`config.mk`:
```
export PLATFORM = sky130hd
export DESIGN_NAME = indexed_doubly_linked_list
export DESIGN_NICKNAME = d
export VERILOG_FILES = /design/src/rtl/idll_pkg.sv /design/src/rtl/idll_free_find.sv /design/src/rtl/indexed_doubly_linked_list.sv
export VERILOG_INCLUDE_DIRS = /design/src /design/src/rtl
export SDC_FILE = /design/constraint.sdc
export NUM_CORES = 1
export LEC_CHECK = 0
export BUFFER_PORTS_ARGS = -buffer_cell sky130_fd_sc_hd__buf_2
export CAP_MARGIN = 0
export CORE_ASPECT_RATIO = 0.7
export CORE_UTILIZATION = 31
export DETAILED_ROUTE_END_ITERATION = 16
export GPL_TIMING_DRIVEN = 0
export PLACE_DENSITY = 0.48
export SYNTH_ARGS = -nofsm -noshare
export SYNTH_HDL_FRONTEND = slang
export SYNTH_SLANG_ARGS = --single-unit
```
`constraint.sdc`:
```
create_clock -name clk -period 9.55 [get_ports clk]
set_clock_uncertainty 0.2 [all_clocks]
set_input_delay 1.4325 -clock clk [delete_from_list [all_inputs] [get_ports clk]]
set_output_delay 1.4325 -clock clk [all_outputs]
set_load 0.005 [all_outputs]
```
`src/rtl/indexed_doubly_linked_list_assert.svh`:
```
// assertion macros shared by the list block
`ifndef INDEXED_DOUBLY_LINKED_LIST_ASSERT_SVH
`define INDEXED_DOUBLY_LINKED_LIST_ASSERT_SVH

// same-cycle implication, checked out of reset
`define IDLL_ASSERT_NOW(label, ante, cons) \
	label: assert property (@(posedge clk) disable iff (!arst_n) (ante) |-> (cons)) \
		else $error("list check failed");

// next-cycle implication, checked out of reset
`define IDLL_ASSERT_NEXT(label, ante, cons) \
	label: assert property (@(posedge clk) disable iff (!arst_n) (ante) |=> (cons)) \
		else $error("list check failed");

`endif

```
`src/rtl/idll_pkg.sv`:
```
`default_nettype none
package idll_pkg;

	localparam int POOL_SIZE = 16;
	localparam int VALUE_W   = 32;
	localparam int IDX_W     = $clog2(POOL_SIZE);
	localparam int PTR_W     = $clog2(POOL_SIZE + 1);

	// pointer value meaning no node
	localparam logic [PTR_W-1:0] NULL_PTR = PTR_W'(POOL_SIZE);

	typedef enum logic {
		REQ_INSERT,
		REQ_DELETE
	} req_type_t;

	typedef enum logic [1:0] {
		ST_OK,
		ST_RANGE,
		ST_EMPTY,
		ST_FULL
	} status_t;

	typedef struct packed {
		req_type_t          req_type;
		logic [4:0]         position;
		logic signed [31:0] new_value;
	} req_t;

	typedef struct packed {
		status_t            status;
		logic signed [31:0] removed_value;
		logic [4:0]         list_length;
	} rsp_t;

	typedef struct packed {
		logic             full;
		logic [IDX_W-1:0] index;
	} free_t;

endpackage
`default_nettype wire

```
`src/rtl/idll_free_find.sv`:
```
`default_nettype none
module idll_free_find import idll_pkg::*; (
	input  wire logic [POOL_SIZE-1:0] in_use,
	output free_t                     free
);

	// lowest-numbered free node wins
	always_comb begin
		free.full  = 1'b1;
		free.index = '0;
		for (int i = POOL_SIZE - 1; i >= 0; i--) begin
			if (!in_use[i]) begin
				free.full  = 1'b0;
				free.index = IDX_W'(i);
			end
		end
	end

endmodule
`default_nettype wire

```
`src/rtl/indexed_doubly_linked_list.sv`:
```
// channel   | ports              | handshake
// request   | start, busy, req   | word taken when start high and busy low
// result    | done, rsp          | one-cycle strobe, receiver cannot stall
//
// errors finish straight from idle; a position-0 delete goes through S_DEL_WR and a position-0
// insert through S_INS_A and S_INS_B; a request at position p > 0 first walks in S_WALK.
// the walk follows one forward link per cycle through the next-pointer memory,
// so the longest request is an insert at position 15 into a list of 15.
// busy rises once a request that does not end in an error is accepted and falls as done pulses.
// reset empties the list at once; node memories need no clearing.
`default_nettype none
module indexed_doubly_linked_list import idll_pkg::*; (
	input  wire logic clk,
	input  wire logic arst_n,
	input  wire logic start,
	input  wire req_t req,
	output logic      busy,
	output logic      done,
	output rsp_t      rsp
);

	typedef enum logic [2:0] {
		S_IDLE,
		S_WALK,
		S_INS_A,
		S_INS_B,
		S_DEL_WR
	} state_t;

	state_t                 state_q;
	logic [PTR_W-1:0]       head_q;
	logic [PTR_W-1:0]       count_q;
	logic [POOL_SIZE-1:0]   in_use_q;
	logic [PTR_W-1:0]       cur_q;
	logic [PTR_W-1:0]       steps_q;
	logic [PTR_W-1:0]       p_q;
	logic [PTR_W-1:0]       n_q;
	logic [IDX_W-1:0]       f_q;
	logic [IDX_W-1:0]       victim_q;
	logic [VALUE_W-1:0]     val_q;
	req_type_t              type_q;
	logic                   done_q;
	rsp_t                   rsp_q;

	logic [PTR_W-1:0]       node_next [POOL_SIZE];
	logic [PTR_W-1:0]       node_prev [POOL_SIZE];
	logic [VALUE_W-1:0]     node_value [POOL_SIZE];
	logic [PTR_W-1:0]       nrd_q;
	logic [PTR_W-1:0]       prd_q;
	logic [VALUE_W-1:0]     vrd_q;

	logic [IDX_W-1:0]       rd_addr;
	logic                   nwe, pwe, vwe;
	logic [IDX_W-1:0]       nwa, pwa, vwa;
	logic [PTR_W-1:0]       nwd, pwd;
	logic [VALUE_W-1:0]     vwd;
	logic                   accept;
	free_t                  free;

	idll_free_find u_free (
		.in_use (in_use_q),
		.free   (free)
	);

	assign accept = start && (state_q == S_IDLE);
	assign busy   = (state_q != S_IDLE);
	assign done   = done_q;
	assign rsp    = rsp_q;

	// idle reads at the head, the walk reads at the link just fetched
	always_comb begin
		rd_addr = head_q[IDX_W-1:0];
		if (state_q == S_WALK)
			rd_addr = nrd_q[IDX_W-1:0];
	end

	always_comb begin
		nwe = 1'b0; nwa = '0; nwd = '0;
		pwe = 1'b0; pwa = '0; pwd = '0;
		vwe = 1'b0; vwa = '0; vwd = '0;
		case (state_q)
			S_INS_A: begin
				nwe = 1'b1; nwa = f_q; nwd = n_q;
				pwe = 1'b1; pwa = f_q; pwd = p_q;
				vwe = 1'b1; vwa = f_q; vwd = val_q;
			end
			S_INS_B: begin
				pwe = (n_q != NULL_PTR); pwa = n_q[IDX_W-1:0]; pwd = PTR_W'(f_q);
				nwe = (p_q != NULL_PTR); nwa = p_q[IDX_W-1:0]; nwd = PTR_W'(f_q);
			end
			S_DEL_WR: begin
				// unlink the victim using its own forward and backward links
				nwe = (prd_q != NULL_PTR); nwa = prd_q[IDX_W-1:0]; nwd = nrd_q;
				pwe = (nrd_q != NULL_PTR); pwa = nrd_q[IDX_W-1:0]; pwd = prd_q;
			end
			default: ;
		endcase
	end

	always_ff @(posedge clk) begin
		if (nwe)
			node_next[nwa] <= nwd;
		nrd_q <= node_next[rd_addr];
	end

	always_ff @(posedge clk) begin
		if (pwe)
			node_prev[pwa] <= pwd;
		prd_q <= node_prev[rd_addr];
	end

	always_ff @(posedge clk) begin
		if (vwe)
			node_value[vwa] <= vwd;
		vrd_q <= node_value[rd_addr];
	end

	always_ff @(posedge clk or negedge arst_n) begin
		if (!arst_n) begin
			state_q  <= S_IDLE;
			head_q   <= NULL_PTR;
			count_q  <= '0;
			in_use_q <= '0;
			done_q   <= 1'b0;
			rsp_q    <= '0;
		end else begin
			done_q <= 1'b0;
			case (state_q)
				S_IDLE: begin
					if (accept) begin
						type_q  <= req.req_type;
						val_q   <= VALUE_W'(req.new_value);
						f_q     <= free.index;
						cur_q   <= head_q;
						steps_q <= req.position - PTR_W'(1);
						rsp_q.removed_value <= '0;
						rsp_q.list_length   <= count_q;
						if (req.req_type == REQ_INSERT) begin
							if (req.position > count_q) begin
								rsp_q.status <= ST_RANGE;
								done_q       <= 1'b1;
							end else if (count_q == PTR_W'(POOL_SIZE) || free.full) begin
								rsp_q.status <= ST_FULL;
								done_q       <= 1'b1;
							end else if (req.position == '0) begin
								p_q     <= NULL_PTR;
								n_q     <= head_q;
								state_q <= S_INS_A;
							end else begin
								state_q <= S_WALK;
							end
						end else begin
							if (count_q == '0) begin
								rsp_q.status <= ST_EMPTY;
								done_q       <= 1'b1;
							end else if (req.position >= count_q) begin
								rsp_q.status <= ST_RANGE;
								done_q       <= 1'b1;
							end else if (req.position == '0) begin
								victim_q <= head_q[IDX_W-1:0];
								state_q  <= S_DEL_WR;
							end else begin
								state_q <= S_WALK;
							end
						end
					end
				end
				S_WALK: begin
					if (steps_q == '0) begin
						// cur_q is the node before the position, nrd_q its successor
						if (type_q == REQ_INSERT) begin
							p_q     <= cur_q;
							n_q     <= nrd_q;
							state_q <= S_INS_A;
						end else begin
							victim_q <= nrd_q[IDX_W-1:0];
							state_q  <= S_DEL_WR;
						end
					end else begin
						cur_q   <= nrd_q;
						steps_q <= steps_q - PTR_W'(1);
					end
				end
				S_INS_A: begin
					in_use_q[f_q] <= 1'b1;
					state_q       <= S_INS_B;
				end
				S_INS_B: begin
					if (p_q == NULL_PTR)
						head_q <= PTR_W'(f_q);
					count_q             <= count_q + PTR_W'(1);
					rsp_q.status        <= ST_OK;
					rsp_q.removed_value <= '0;
					rsp_q.list_length   <= count_q + PTR_W'(1);
					done_q              <= 1'b1;
					state_q             <= S_IDLE;
				end
				S_DEL_WR: begin
					if (prd_q == NULL_PTR)
						head_q <= nrd_q;
					in_use_q[victim_q]  <= 1'b0;
					count_q             <= count_q - PTR_W'(1);
					rsp_q.status        <= ST_OK;
					rsp_q.removed_value <= vrd_q[31:0];
					rsp_q.list_length   <= count_q - PTR_W'(1);
					done_q              <= 1'b1;
					state_q             <= S_IDLE;
				end
				default: state_q <= S_IDLE;
			endcase
		end
	end

`include "indexed_doubly_linked_list_assert.svh"

	// the free map and the length agree, bar the cycle between claiming a node and counting it
	`IDLL_ASSERT_NOW(a_count_matches_map, state_q != S_INS_B, $countones(in_use_q) == count_q)
	// a word either finishes at once or keeps the block busy
	`IDLL_ASSERT_NEXT(a_accept_progress, accept, busy || done)
	// a result only shows once the sequencer is back in idle
	`IDLL_ASSERT_NOW(a_done_when_idle, done, !busy)
	// an empty list has no head
	`IDLL_ASSERT_NOW(a_empty_no_head, count_q == '0, head_q == NULL_PTR)

endmodule
`default_nettype wire

```
Yosys cells after proc, flatten, opt, wreduce, memory -nomap -nowiden
Memory sizes are Yosys's and may differ from the RTL's. A register that Yosys moved wholly into a read port is not among the register bits.
Cells that the tools add are included.
Storage, ports and cells
  register bits after elaboration: 130
  RAM bits: 672
  input bits: 41
  output and inout bits: 41
  logic and storage cells: 187
  memories: 3
Cells by class
  add/subtract/negate cells: 4
  $lt $le $gt $ge: 6
  eq/ne operators: 31
  muxes and demuxes: 96
  bitwise gates (word level): 3
  reduce and logical (&&, ||, !) cells: 25
Memory list
  node_value: words 16, width 32, rd ports 1, clocked after Yosys merged registers in 1, write ports 1, line indexed_doubly_linked_list.sv:47  | logic [VALUE_W-1:0] node_value [POOL_SIZE];
  node_next: words 16, width 5, rd ports 1, clocked after Yosys merged registers in 1, write ports 1, line indexed_doubly_linked_list.sv:45  | logic [PTR_W-1:0] node_next [POOL_SIZE];
  node_prev: words 16, width 5, rd ports 1, clocked after Yosys merged registers in 1, write ports 1, line indexed_doubly_linked_list.sv:46  | logic [PTR_W-1:0] node_prev [POOL_SIZE];
Operators by type and width (number)
  $mux 5: 36
  $pmux 39 s3: 1
  $pmux 5 s2: 6
  $mux 39: 1
  $mux 4: 9
  $mux 32: 1
  $pmux 16 s2: 1
  $pmux 5 s3: 2
  $mux 3: 9
  $ne 2x2->1 const B: 12
  $pmux 4 s3: 2
  $ne 5x5->1 const B: 4
  $reduce_and 9->1: 2
  $and 16x16->16: 1
  $not 16->16: 1
  $or 16x16->16: 1
  $eq 5x5->1 const B: 3
  $logic_not 5->1: 3
  $mux 1: 15
  $sub 5x1->5 const B: 3
  $mux 2: 6
  $ne 3x3->1 const B: 4
  $reduce_and 4->1: 3
  $lt 4x5->1 const B: 2
  24 further kinds: 37

Logic depth before layout (Yosys ltp)
Gate-level depths: netlist (run 1).
  word-level depth: 22
  mapped depth: 10
  gate-level depth less buffers: 8

Hierarchy
A second synthesis (run 1) with hierarchy kept.
Second synthesis, totals
  cells, all modules: 2275
  area, all modules: 38192.9 um2
Modules (own cells, without submodules)
  indexed_doubly_linked_list: instances 1, cells an instance 2245, area an instance 38017.7 um2, sequential area each 24579.8 um2
  idll_free_find: instances 1, cells an instance 30, area an instance 175.2 um2, sequential area each 0.0 um2

Least setup slack after synthesis (run 1)
No wires, ideal clock.
  path kind: input-to-reg
  start point: in req[33] (netlist name)
  end point: reg n_q[0] (enable)
  library setup time: 0.395 ns
  data arrival time: 3.355 ns
  data required time: 8.955 ns
  slack: 5.600 ns
  stages: 5
  buffers on the path: 0
  cell sequence: ha_1 -> a21o_1 -> a221oi_1 -> o21ai_0 -> a221oi_1
Between the ends
  longest elaborated chain between the ends: 3
  elaborated cells between the ends (all ways): 5
  those cells by class: 1 x order compare; 2 x eq/ne; 2 x reduce/logical
RTL lines
  from (decl): line indexed_doubly_linked_list.sv:16  | input wire req_t req,
  $gt 5x5->1 or $logic_not 5->1 (tied branches): line indexed_doubly_linked_list.sv:139, indexed_doubly_linked_list.sv:145
  $ne 2x2->1 (no source line) or $ne 2x1->1 (tied branches)
  $reduce_and 9->1 (no source line) (*)
  to (signal assigned): line indexed_doubly_linked_list.sv:147  | n_q <= head_q;
  to (signal assigned): line indexed_doubly_linked_list.sv:173  | n_q <= nrd_q;
  to (decl): line indexed_doubly_linked_list.sv:37  | logic [PTR_W-1:0] n_q;
Every way passes the cells marked *; elsewhere a longest branch is shown, timed or not.
A chain may end at the register's enable or synchronous reset.

Worst setup path after layout (run 1)
  start point: reg state_q[1]
  end point: mem node_value[3][27] (enable)
Between the ends
  longest elaborated chain between the ends: 4
  elaborated cells between the ends (all ways): 5
  those cells by class: 1 x eq/ne; 4 x mux
RTL lines
  from (decl): line indexed_doubly_linked_list.sv:30  | state_t state_q;
  from (signal assigned): line indexed_doubly_linked_list.sv:120  | state_q <= S_IDLE;
  from (signal assigned): line indexed_doubly_linked_list.sv:148  | state_q <= S_INS_A;
  from (signal assigned): line indexed_doubly_linked_list.sv:150  | state_q <= S_WALK;
  $eq 3x2->1 (*): line indexed_doubly_linked_list.sv:81  | case (state_q)
  $mux 1: line indexed_doubly_linked_list.sv:81
  $mux 1: line indexed_doubly_linked_list.sv:113  | if (vwe)
  $mux 1 (not written as such): line indexed_doubly_linked_list.sv:114  | node_value[vwa] <= vwd;
  to (decl): line indexed_doubly_linked_list.sv:47
Marks and branches as above.

==> impl_results.md, run 1 <==
* Yosys top cell by area: edfxtp_1
* Post-route cell area at around 39000 µm²
* Final Wtd Congestion at 0.8351
* Post-Synth Simple-Gate Area at 13.92%
* Die Area at ~110000 µm²
* WP data required at 9.70 ns
* Via-to-Cell Ratio at 4.997
* Initial antenna violation count at 6
* Pleak at between 10 and 15 nW
* CTS Hold Bufs at 0
* Leading post-synthesis cells by cell area: edfxtp_1 (66%), nand2_1 (7.0%), dfrtp_1 (5.1%)
* Number of I/O port buffers at 81
* Slew Limit Fails at 0
* Library cells used by synthesis at 56
* Initial Util at 31.29%
* Fmax at approximately 220 MHz
* Worst setup path start: state_q[1]$_DFFE_PN0P_
* Worst setup EP type: flip-flop
* Worst path max stage delay at 0.93 ns
* Sequential share of the synthesized area at ~74%
* Min-Delay Path Class: flip-flop to flip-flop
* Final Hold Vio Count at 0
* Avg Synthesized Cell Area at 13.55 µm²
* Max-Cap Viols at 0
* Failing checks: DRC
* Hold Crit Start: vrd_q[26]$_DFF_P_
* Worst skew pair latency at 0.67 ns
* Post-synth top area share at 66.14%
* Vias in the first global route at 20.46k
* Post-Syn Nets at 2507
* Family with the most delay on the worst path: simple AND/OR/NAND/NOR gates
* Via count at 20.77k
* Yosys warning total at 0
* Row count at 100
* Global route overflow at 0
* Tmin final at 4.551 ns
* Critical path arrival at 4.71 ns
* Pwr/cell area at 348.1 nW/µm²
* Layout cells sized above 1 at 12.76%
* Die H at 276.1 µm
* Crit path top cell by count: clkbuf_1
* Core area at about 110000 µm²
* Largest family of logic cells by synthesized area: simple AND/OR/NAND/NOR gates
* Number of synthesized flops with an enable pin at approximately 730
* Reg clk slew, reported paths at ~0.06 ns
* Final ANT Viol Nets at 0
* RSZ-0062 raised after global routing: no
* Crit Path Class: flip-flop to flip-flop
* Total GRT Usage at 17.54%
* Startpoint Class: flip-flop
* Slew headroom at about 6.6%
* Slowest cell on crit path: clkbuf_1
* Commonest cells in the netlist: edfxtp_1 (733), nand2_1 (625), nand3_1 (261), mux2i_1 (141), clkbuf_1 (71)
* Wire per inst at 23.05 µm
* Primary FF master, synth: edfxtp_1
* Final setup viols at 0
* Initial drt markers at 2052
* Largest net degree at the start of global routing at 42
* Worst Tran Pin Value at 1.395 ns
* Nets at approximately 2.7k
* Syn Std Cell Area at ~33000 µm²
* PnR worst setup slack at 4.999 ns
* CTS sink cnt at 844
* Yosys reg bits at 844
* Period utilisation layout at 47.65%
* Adder-cell share of the synthesized area at 0.3383%
* Post-detail-place hpwl at 64920 µm
* CP max FO at 19
* Status: complete, but fails checks
* IO Count at 82
* DP Worst Slack at 5.019 ns
* Post_cts resized at 0
* Post-Route WL at 95820 µm
* Clk root buf: clkbuf_16
* Share of async-settable or async-resettable flops after synthesis at 8.175%
* CTS tree: done
* Xor/xnor share of the synthesized area at 0.1579%
* # DRC at 2
* Worst-case vdd ir drop at 0.1798 mV
* Die width at 393.6 µm
* R2R Path Start: state_q[1]$_DFFE_PN0P_
* Pre-Repair DR Iteration Count at 11
* Final TNS setup at 0 ns
* Mux contribution to synthesized area at under 10%
* Utilization after layout at 36.69%
* Placed instance area at between 30000 and 40000 µm²
* First-pass GRT wire length at approximately 140000 µm
* Layout area overhead at 17.25%
* Most common cell in the synthesized netlist: edfxtp_1
* H-Tree Level Count at 3
* Cells along the critical path: buf_2 -> nand2b_1 -> clkbuf_1 -> nor2_1 -> clkbuf_1 -> nand3_1 -> nor2_4 -> buf_12
* Cell count after synthesis at 2457
* TritonCTS Buffers at 87
* Post-CTS setup buffers at 0
* Synth Area in Compound Gates at between 5 and 6%
* Worst hold margin at 0.2525 ns
* WP buf/inv at 4
* Clk buf depth at 3
-- final timing paths --
| kind | end | slack (ns) | cells past startpoint |
|---|---|---|---|
| min in group asynchronous | rsp[38]$_DFFE_PN0P_ | 0.56 | 1 |
| setup reg to reg | node_value[3][27]$_DFFE_PP_ | 5.00 | 8 |
| setup / recovery | node_value[3][27]$_DFFE_PP_ | 5.00 | 8 |
| max in group asynchronous | rsp[11]$_DFFE_PN0P_ | 7.88 | 2 |
| hold / removal | rsp[31]$_DFFE_PN0P_ | 0.25 | 1 |
| hold reg to reg | rsp[31]$_DFFE_PN0P_ | 0.25 | 1 |
-- layout by cell type, fill, tap and decap left out, drive strengths merged, types with 8 or more instances in the layout --
cell,count
edfxtp,733
nand2,625
nand3,261
clkbuf,197
buf,174
mux2i,143
dfrtp,68
o21ai,60
nor2,60
and2,42
a32oi,42
o221ai,42
dfxtp,42
a22o,34
inv,25
a21oi,22
clkinv,20
nand2b,12
nor2b,11
nor3,10
ha,9
and3,9
nor4,9
a31oi,8
-- cell families (layout without fill, tap and decap cells) --
group | count (synthesis) | count (layout)
simple gates | 1063 | 1063
flops | 844 | 844
compound gates | 229 | 229
buf+inv | 157 | 427
mux | 149 | 149
fa+ha+maj | 9 | 9
xor+xnor | 6 | 6
other cells | 0 | 2
-- registers in the layout (all words and copies together) (netlist names), 16 cells and up --
signal      count
node_prev      80
node_next      80
node_value    512
val_q          32
rsp            39
vrd_q          32
in_use_q       16
-- layer usage --
metal,track usage (%),vias to the layer above,share of wire [%]
li1,-,9459,-
met2,26.12,721,43
met4,4.669,0,2.1
met3,2.746,142,6.4
met1,26.43,10450,48
met5,0,-,0
-- where the power goes --
group	switching, W	leakage (nW)	internal, W	total [W]
Clock	0.00144	1.44	0.00205	0.00349
Combinational	0.00380	4.83	0.00156	0.00535
Sequential	0.000180	7.92	0.00457	0.00475
Total	0.00541	14.2	0.00817	0.0136
-- area by class of cell --
cell class | instances | area, µm²
sequential | 844 | 24580
antenna | 2 | 5.005
clock inverter | 36 | 386.6
clock buffer | 126 | 2550
fill | 10160 | 67330
timing repair buffer | 108 | 875.8
tap | 1428 | 1787
buffer | 137 | 633.1
inverter | 20 | 75.07
multi-input combinational | 1456 | 8132
-- through the flow --
stage / cells / power, W
after floorplan: 2457 / 0.007895
after global placement: 3966 / 0.01009
after detailed placement: 3993 / 0.01018
after CTS: 4155 / 0.01368
after global routing: 4155 / 0.01426
final: 4157 / 0.01359
(Power assumes the default switching activity.)
==> inputs of run 2 (changes only) <==
==> constraint.sdc (replaced) <==
create_clock -name clk -period 4.4 [get_ports clk]
set_clock_uncertainty 0.2 [all_clocks]
set_input_delay 0.66 -clock clk [delete_from_list [all_inputs] [get_ports clk]]
set_output_delay 0.66 -clock clk [all_outputs]
set_load 0.005 [all_outputs]
==> impl_results.md, run 2 (synthesis results as in run 1) <==
* Top Registers: node_value (512), node_next (80), node_prev (80)
* Reg clk slew, reported paths at 0.06 ns
* Final TNS setup at 0 ns
* Global route overflow at 0
* Via-to-Cell Ratio at 4.985
* # DRC at 0
* Vias in the first global route at 20.54k
* IO Count at 82
* Total GRT Usage at 17.56%
* Row count at 100
* Hold Crit Start: req[37]
* Pleak at 14.33 nW
* Clk buf depth at 3
* TritonCTS Buffers at 87
* Largest net degree at the start of global routing at 42
* CP max FO at 10
* Leading cell type in the layout, fill and taps excluded: edfxtp_1
* Worst-case vdd ir drop at 0.3911 mV
* First-pass GRT wire length at 140500 µm
* Layout cells sized above 1 at around 13%
* Number of I/O port buffers at 81
* RR Endpoint: vrd_q[25]$_DFF_P_
* Initial Util at a little under a third
* Flop2flop setup slack at 0.39 ns
* Tmin final at 4.015 ns
* R2R depth at 8
* Layout area overhead at 18.25%
* Slew Limit Fails at 0
* Reg with most FFs: node_value
* Worst hold margin at 0.1124 ns
* Die H at 276.1 µm
* Final Hold Vio Count at 0
* RSZ-0062 raised after global routing: no
* Period utilisation layout at between 90% and 100%
* Max-Cap Viols at 0
* Critical path arrival at 4.29 ns
* Status: finished clean
* Pwr Total at between 0.02 and 0.03 W
* Initial drt markers at approximately 2.0k
* Startpoint Class: flip-flop
* Final setup viols at 0
* Post-detail-place hpwl at 64920 µm
* R2R Path Start: state_q[0]$_DFFE_PN0P_
* WHS Endpoint: type_q$_DFFE_PP_
* Post-CTS setup buffers at 0
* Final ANT Viol Nets at 0
* Core area at about 110000 µm²
* Worst Tran Pin Value at between 1 and 1.5 ns
* Worst skew pair latency at 0.67 ns
* Min-Delay Path Class: primary input to flip-flop
* Via count at 20.89k
* Clk root buf: clkbuf_16
* Largest register FFs at 512
* Pwr/cell area at 749.9 nW/µm²
* Fmax at 249.1 MHz
* Nets at 2737
* H-Tree Level Count at 3
* Worst setup EP type: flip-flop
* Final Wtd Congestion at 0.8351
* Wire per inst at 22.88 µm
* Slew headroom at 5.335%
* Commonest non-fill, non-tap cells in the layout: edfxtp_1 (733), nand2_1 (625), nand3_1 (261)
* Crit Path Class: flip-flop to flip-flop
* Die width at 393.6 µm
* Pre-Repair DR Iteration Count at 5
* Initial antenna violation count at 6
* WP data required at 4.68 ns
* Worst setup path start: state_q[0]$_DFFE_PN0P_
* CTS tree: done
* Worst Hold Depth at 1
* CTS sink cnt at 844
* Die Area at 108700 µm²
* Post-Route WL at 95890 µm
run 2: cell count changes in the layout (fill, tap and decap cells not counted):
cell | before | now
dlygate4sd3_1 | 0 | 33
clkbuf_1 | 93 | 92
clkbuf_2 | 0 | 1
run 2: per-layer routing:
layer,vias to the layer above,track usage (%),wire (µm)
li1,9514,-,-
met1,10460,26.45,46100
met3,142,2.740,6500
met4,0,4.669,2017
met2,770,26.18,41260
met5,-,0,0
run 2: through the flow:
stage	setup WS (ns)	std cells	instance area, µm²	utilization (%)
finish	0.3853	4190	39360	37.00
global route	0.1961	4188	39350	37.00
CTS	0.3475	4188	39350	37.00
detailed placement	-0.1308	3993	36080	33.93
global placement	-2.404	3966	35470	33.36
floorplan	0.9300	2457	33280	-
run 2: worst max path at each step:
stage	cells after the start	endpoint	slack [ns]
6_report	8	vrd_q[25]$_DFF_P_	0.39
5_1_grt	8	vrd_q[24]$_DFF_P_	0.20
4_1_cts	8	vrd_q[24]$_DFF_P_	0.35
3_5_place_dp	8	node_value[2][28]$_DFFE_PP_	-0.13
3_3_place_gp	7	node_value[1][19]$_DFFE_PP_	-2.40
2_1_floorplan	7	node_value[10][0]$_DFFE_PP_	0.93
run 2: report_power, final:
| part | switching (W) | internal (W) |
|---|---|---|
| registers | 0.000391 | 0.00991 |
| clock network | 0.00312 | 0.00445 |
| logic | 0.00824 | 0.00340 |
| total | 0.0118 | 0.0178 |
run 2: critical path: stages, from the launching register on:
cell,delay [ns]
dfrtp_1,0.49
nor3b_4,0.33
buf_6,0.22
mux2i_4,0.71
buf_2,0.41
clkbuf_1,0.56
nand3_1,0.14
a32oi_1,0.42
o221ai_1,0.31
run 2: final cells by class:
cell class,instances,area (µm²)
antenna,2,5.005
timing repair buffer,141,1206
tap,1428,1787
clock inverter,36,386.6
buffer,137,634.4
clock buffer,126,2550
multi-input combinational,1456,8132
fill,10140,67000
sequential,844,24580
inverter,20,75.07
run 2: timing repair:
action,in CTS,in global routing
gates resized for setup,1,0
hold buffers,33,0
endpoints found under the hold margin,59,0
setup endpoints to repair,151,0
==> inputs of run 3 (changes only) <==
--- a/config.mk
+++ b/config.mk
@@ -6,6 +6,7 @@
 export SDC_FILE = /design/constraint.sdc
 export NUM_CORES = 1
 export LEC_CHECK = 0
+export ABC_AREA = 1
 export BUFFER_PORTS_ARGS = -buffer_cell sky130_fd_sc_hd__buf_2
 export CAP_MARGIN = 0
 export CORE_ASPECT_RATIO = 0.7
==> impl_results.md, run 3 <==
* Critical path arrival at 4.26 ns
* DP Worst Slack at 0.4383 ns
* Worst hold margin at 0.04426 ns
* RSZ-0062 raised after global routing: no
* # DRC at 0
* WP data required at 4.68 ns
* Family with the most delay on the worst path: buffers and inverters
* Slew Limit Fails at 0
* Post-route cell area at 39200 µm²
* Global route overflow at 0
* Largest net degree at the start of global routing at 55
* Worst setup EP type: flip-flop
* Cell count after synthesis at 2575
* Pleak at 13.71 nW
* Startpoint Class: flip-flop
* Placed instance area at 35950 µm²
* Worst Tran Pin Value at 1.323 ns
* Die Area at roughly 110000 µm²
* M2 GR Usage at 28.76%
* Layout area overhead at 18.27%
* Grt peak-use layer: met1
* Nets at 2854
* Post-Syn Nets at between 2k and 3k
* Synth Area in Compound Gates at 12.96%
* Top Registers: node_value (512), node_next (80), node_prev (80)
* Core area at 105000 µm²
* Switching Share at 45.36%
* Mux contribution to synthesized area at 0.06040%
* IO Count at 82
* Worst-case vdd ir drop at 0.5333 mV
* Worst skew pair latency at 0.69 ns
* CP max FO at 10
* Min-Delay Path Class: primary input to flip-flop
* Leading cell type in the layout, fill and taps excluded: edfxtp_1
* Post-Synth Simple-Gate Area at 8.301%
* Avg Synthesized Cell Area at 12.87 µm²
* Cells along the critical path: inv_2 -> nand3_4 -> o21ai_1 -> clkinv_1 -> clkbuf_1 -> nand3_1 -> nand2_1
* Slowest cell on crit path: o21ai_1
* Share of async-settable or async-resettable flops after synthesis at under 10%
* Period utilisation layout at 90.44%
* Yosys warning total at 0
* Vias in the first global route at 21.72k
* Final Hold Vio Count at 0
* Post_cts resized at 0
* Tmin final at 3.979 ns
* CTS sink cnt at roughly 840
* Clk pwr share at a little under a quarter
* Initial antenna violation count at 6
* Slew headroom at about 11%
* Post-Route WL at 109300 µm
* Comb power frac at roughly 46%
* Largest family of logic cells by synthesized area: compound AO/OA/AOI/OAI gates
* Adder-cell share of the synthesized area at 0.3397%
* Commonest non-fill, non-tap cells in the layout: edfxtp_1 (733), nor2_1 (400), o21ai_0 (342)
* Syn Std Cell Area at around 33000 µm²
* Post-synth top area share at 66.41%
* H-Tree Level Count at 3
* TritonCTS Buffers at 88
* CTS tree: done
* Sequential share of the synthesized area at about three quarters
* WP buf/inv at 3
* Initial Util at approximately a third
* Reg clk slew, reported paths at 0.06 ns
* Pwr Total at ~0.033 W
* Status: finished clean
* Fmax at 251.3 MHz
* Max-Cap Viols at 0
* Row count at 99
* Clk root buf: clkbuf_16
* Die width at 392.8 µm
* Final ANT Viol Nets at 0
* Number of synthesized flops with an enable pin at ~730
* Most common cell in the synthesized netlist: edfxtp_1
* Flop pwr share at 31.4%
* Leading post-synthesis cells by cell area: edfxtp_1 (66%), o21ai_0 (5.2%), dfrtp_1 (5.1%)
* Met1 Track Usage GR at 29.94%
* Net Sw Power at 0.01497 W
* Primary FF master, synth: edfxtp_1
* Yosys reg bits at 844
* Yosys top cell by area: edfxtp_1
* Post-detail-place hpwl at ~74000 µm
* Layout cells sized above 1 at 11.95%
* PnR worst setup slack at 0.4207 ns
* Final setup viols at 0
* Internal at 0.01803 W
* Initial drt markers at 2493
* First-pass GRT wire length at approximately 160000 µm
* Via-to-Cell Ratio at 5.234
* Worst path max stage delay at between 1 and 1.5 ns
* Die H at 275.6 µm
* Pwr/cell area at 841.8 nW/µm²
* Total GRT Usage at 20.25%
* Commonest cells in the netlist: edfxtp_1 (733), nor2_1 (417), o21ai_0 (344), nand2_1 (175), inv_1 (162)
* Reg with most FFs: node_value
* Final Wtd Congestion at 0.8925
* Largest register FFs at between 500 and 600
* Xor/xnor share of the synthesized area at 0.1850%
* Via count at roughly 22k
* Wire per inst at 25.46 µm
* Number of I/O port buffers at 81
* Library cells used by synthesis at between 40 and 50
* GR Layer Usage met3 at 5.422%
* Crit Path Class: flip-flop to flip-flop
* Utilization after layout at 37.32%
* Pre-Repair DR Iteration Count at 5
* Clk buf depth at 3
[run 3: what timing repair did]
item,4_1_cts,5_1_grt
endpoints found under the hold margin,48,0
setup buffers,0,0
hold buffers,33,0
[run 3: metal layers]
layer | wire length, µm | part of all wire [%]
met1 | 50580 | 46
met2 | 45700 | 42
met3 | 10590 | 9.7
met4 | 2455 | 2.2
met5 | 8 | 0.0073
[run 3: kinds of logic (layout without fill, tap and decap cells)]
kind of cell,Yosys count,in the layout
other,0,3
AO/OA/AOI/OAI,700,700
buffers and inverters,323,626
AND/OR/NAND/NOR,690,690
XOR/XNOR,7,7
multiplexers,2,2
adder cells (fa/ha/maj),9,9
flip-flops,844,844
[run 3: through the flow]
stage | std cells | TNS (ns)
after floorplan | 2575 | 0
after global placement | 4070 | -821.15
after CTS | 4292 | 0
after global routing | 4292 | 0
after detailed placement | 4095 | 0
final | 4295 | 0
[run 3: power by group through the flow]
| stage | registers (W) | logic (W) | clock network, W |
|---|---|---|---|
| finish | 0.0104 | 0.0151 | 0.00755 |
| global route | 0.0105 | 0.0162 | 0.00797 |
| CTS | 0.0104 | 0.0149 | 0.00767 |
| detailed placement | 0.0105 | 0.0149 | 0 |
| global placement | 0.0105 | 0.0146 | 0 |
| floorplan | 0.0105 | 0.00796 | 0 |
[run 3: cell type report]
cell class | instances | area (µm²)
inverter | 169 | 634.4
tap | 1414 | 1769
timing repair buffer | 139 | 1230
clock inverter | 37 | 397.9
antenna | 3 | 7.507
sequential | 844 | 24580
multi-input combinational | 1408 | 7380
buffer | 154 | 691.9
fill | 10170 | 65840
clock buffer | 127 | 2512
[run 3: final timing paths]
kind                                         from                   to  slack, ns  cells after the start
setup / recovery           state_q[2]$_DFFE_PN0P_    vrd_q[31]$_DFF_P_       0.42                      7
hold / removal                            req[37]     type_q$_DFFE_PP_       0.04                      1
setup reg to reg           state_q[2]$_DFFE_PN0P_    vrd_q[31]$_DFF_P_       0.42                      7
hold reg to reg                 vrd_q[28]$_DFF_P_  rsp[33]$_DFFE_PN0P_       0.25                      1
max in group asynchronous                  arst_n  rsp[24]$_DFFE_PN0P_       3.08                      3
min in group asynchronous                  arst_n   rsp[0]$_DFFE_PN0P_       0.23                      2
[run 3: worst reg2reg max path: stages, from the launching register on]
cell and delay, ns:
dfrtp_1 0.40, inv_2 0.12, nand3_4 0.14, o21ai_1 1.04, clkinv_1 0.70, clkbuf_1 0.59, nand3_1 0.37, nand2_1 0.23
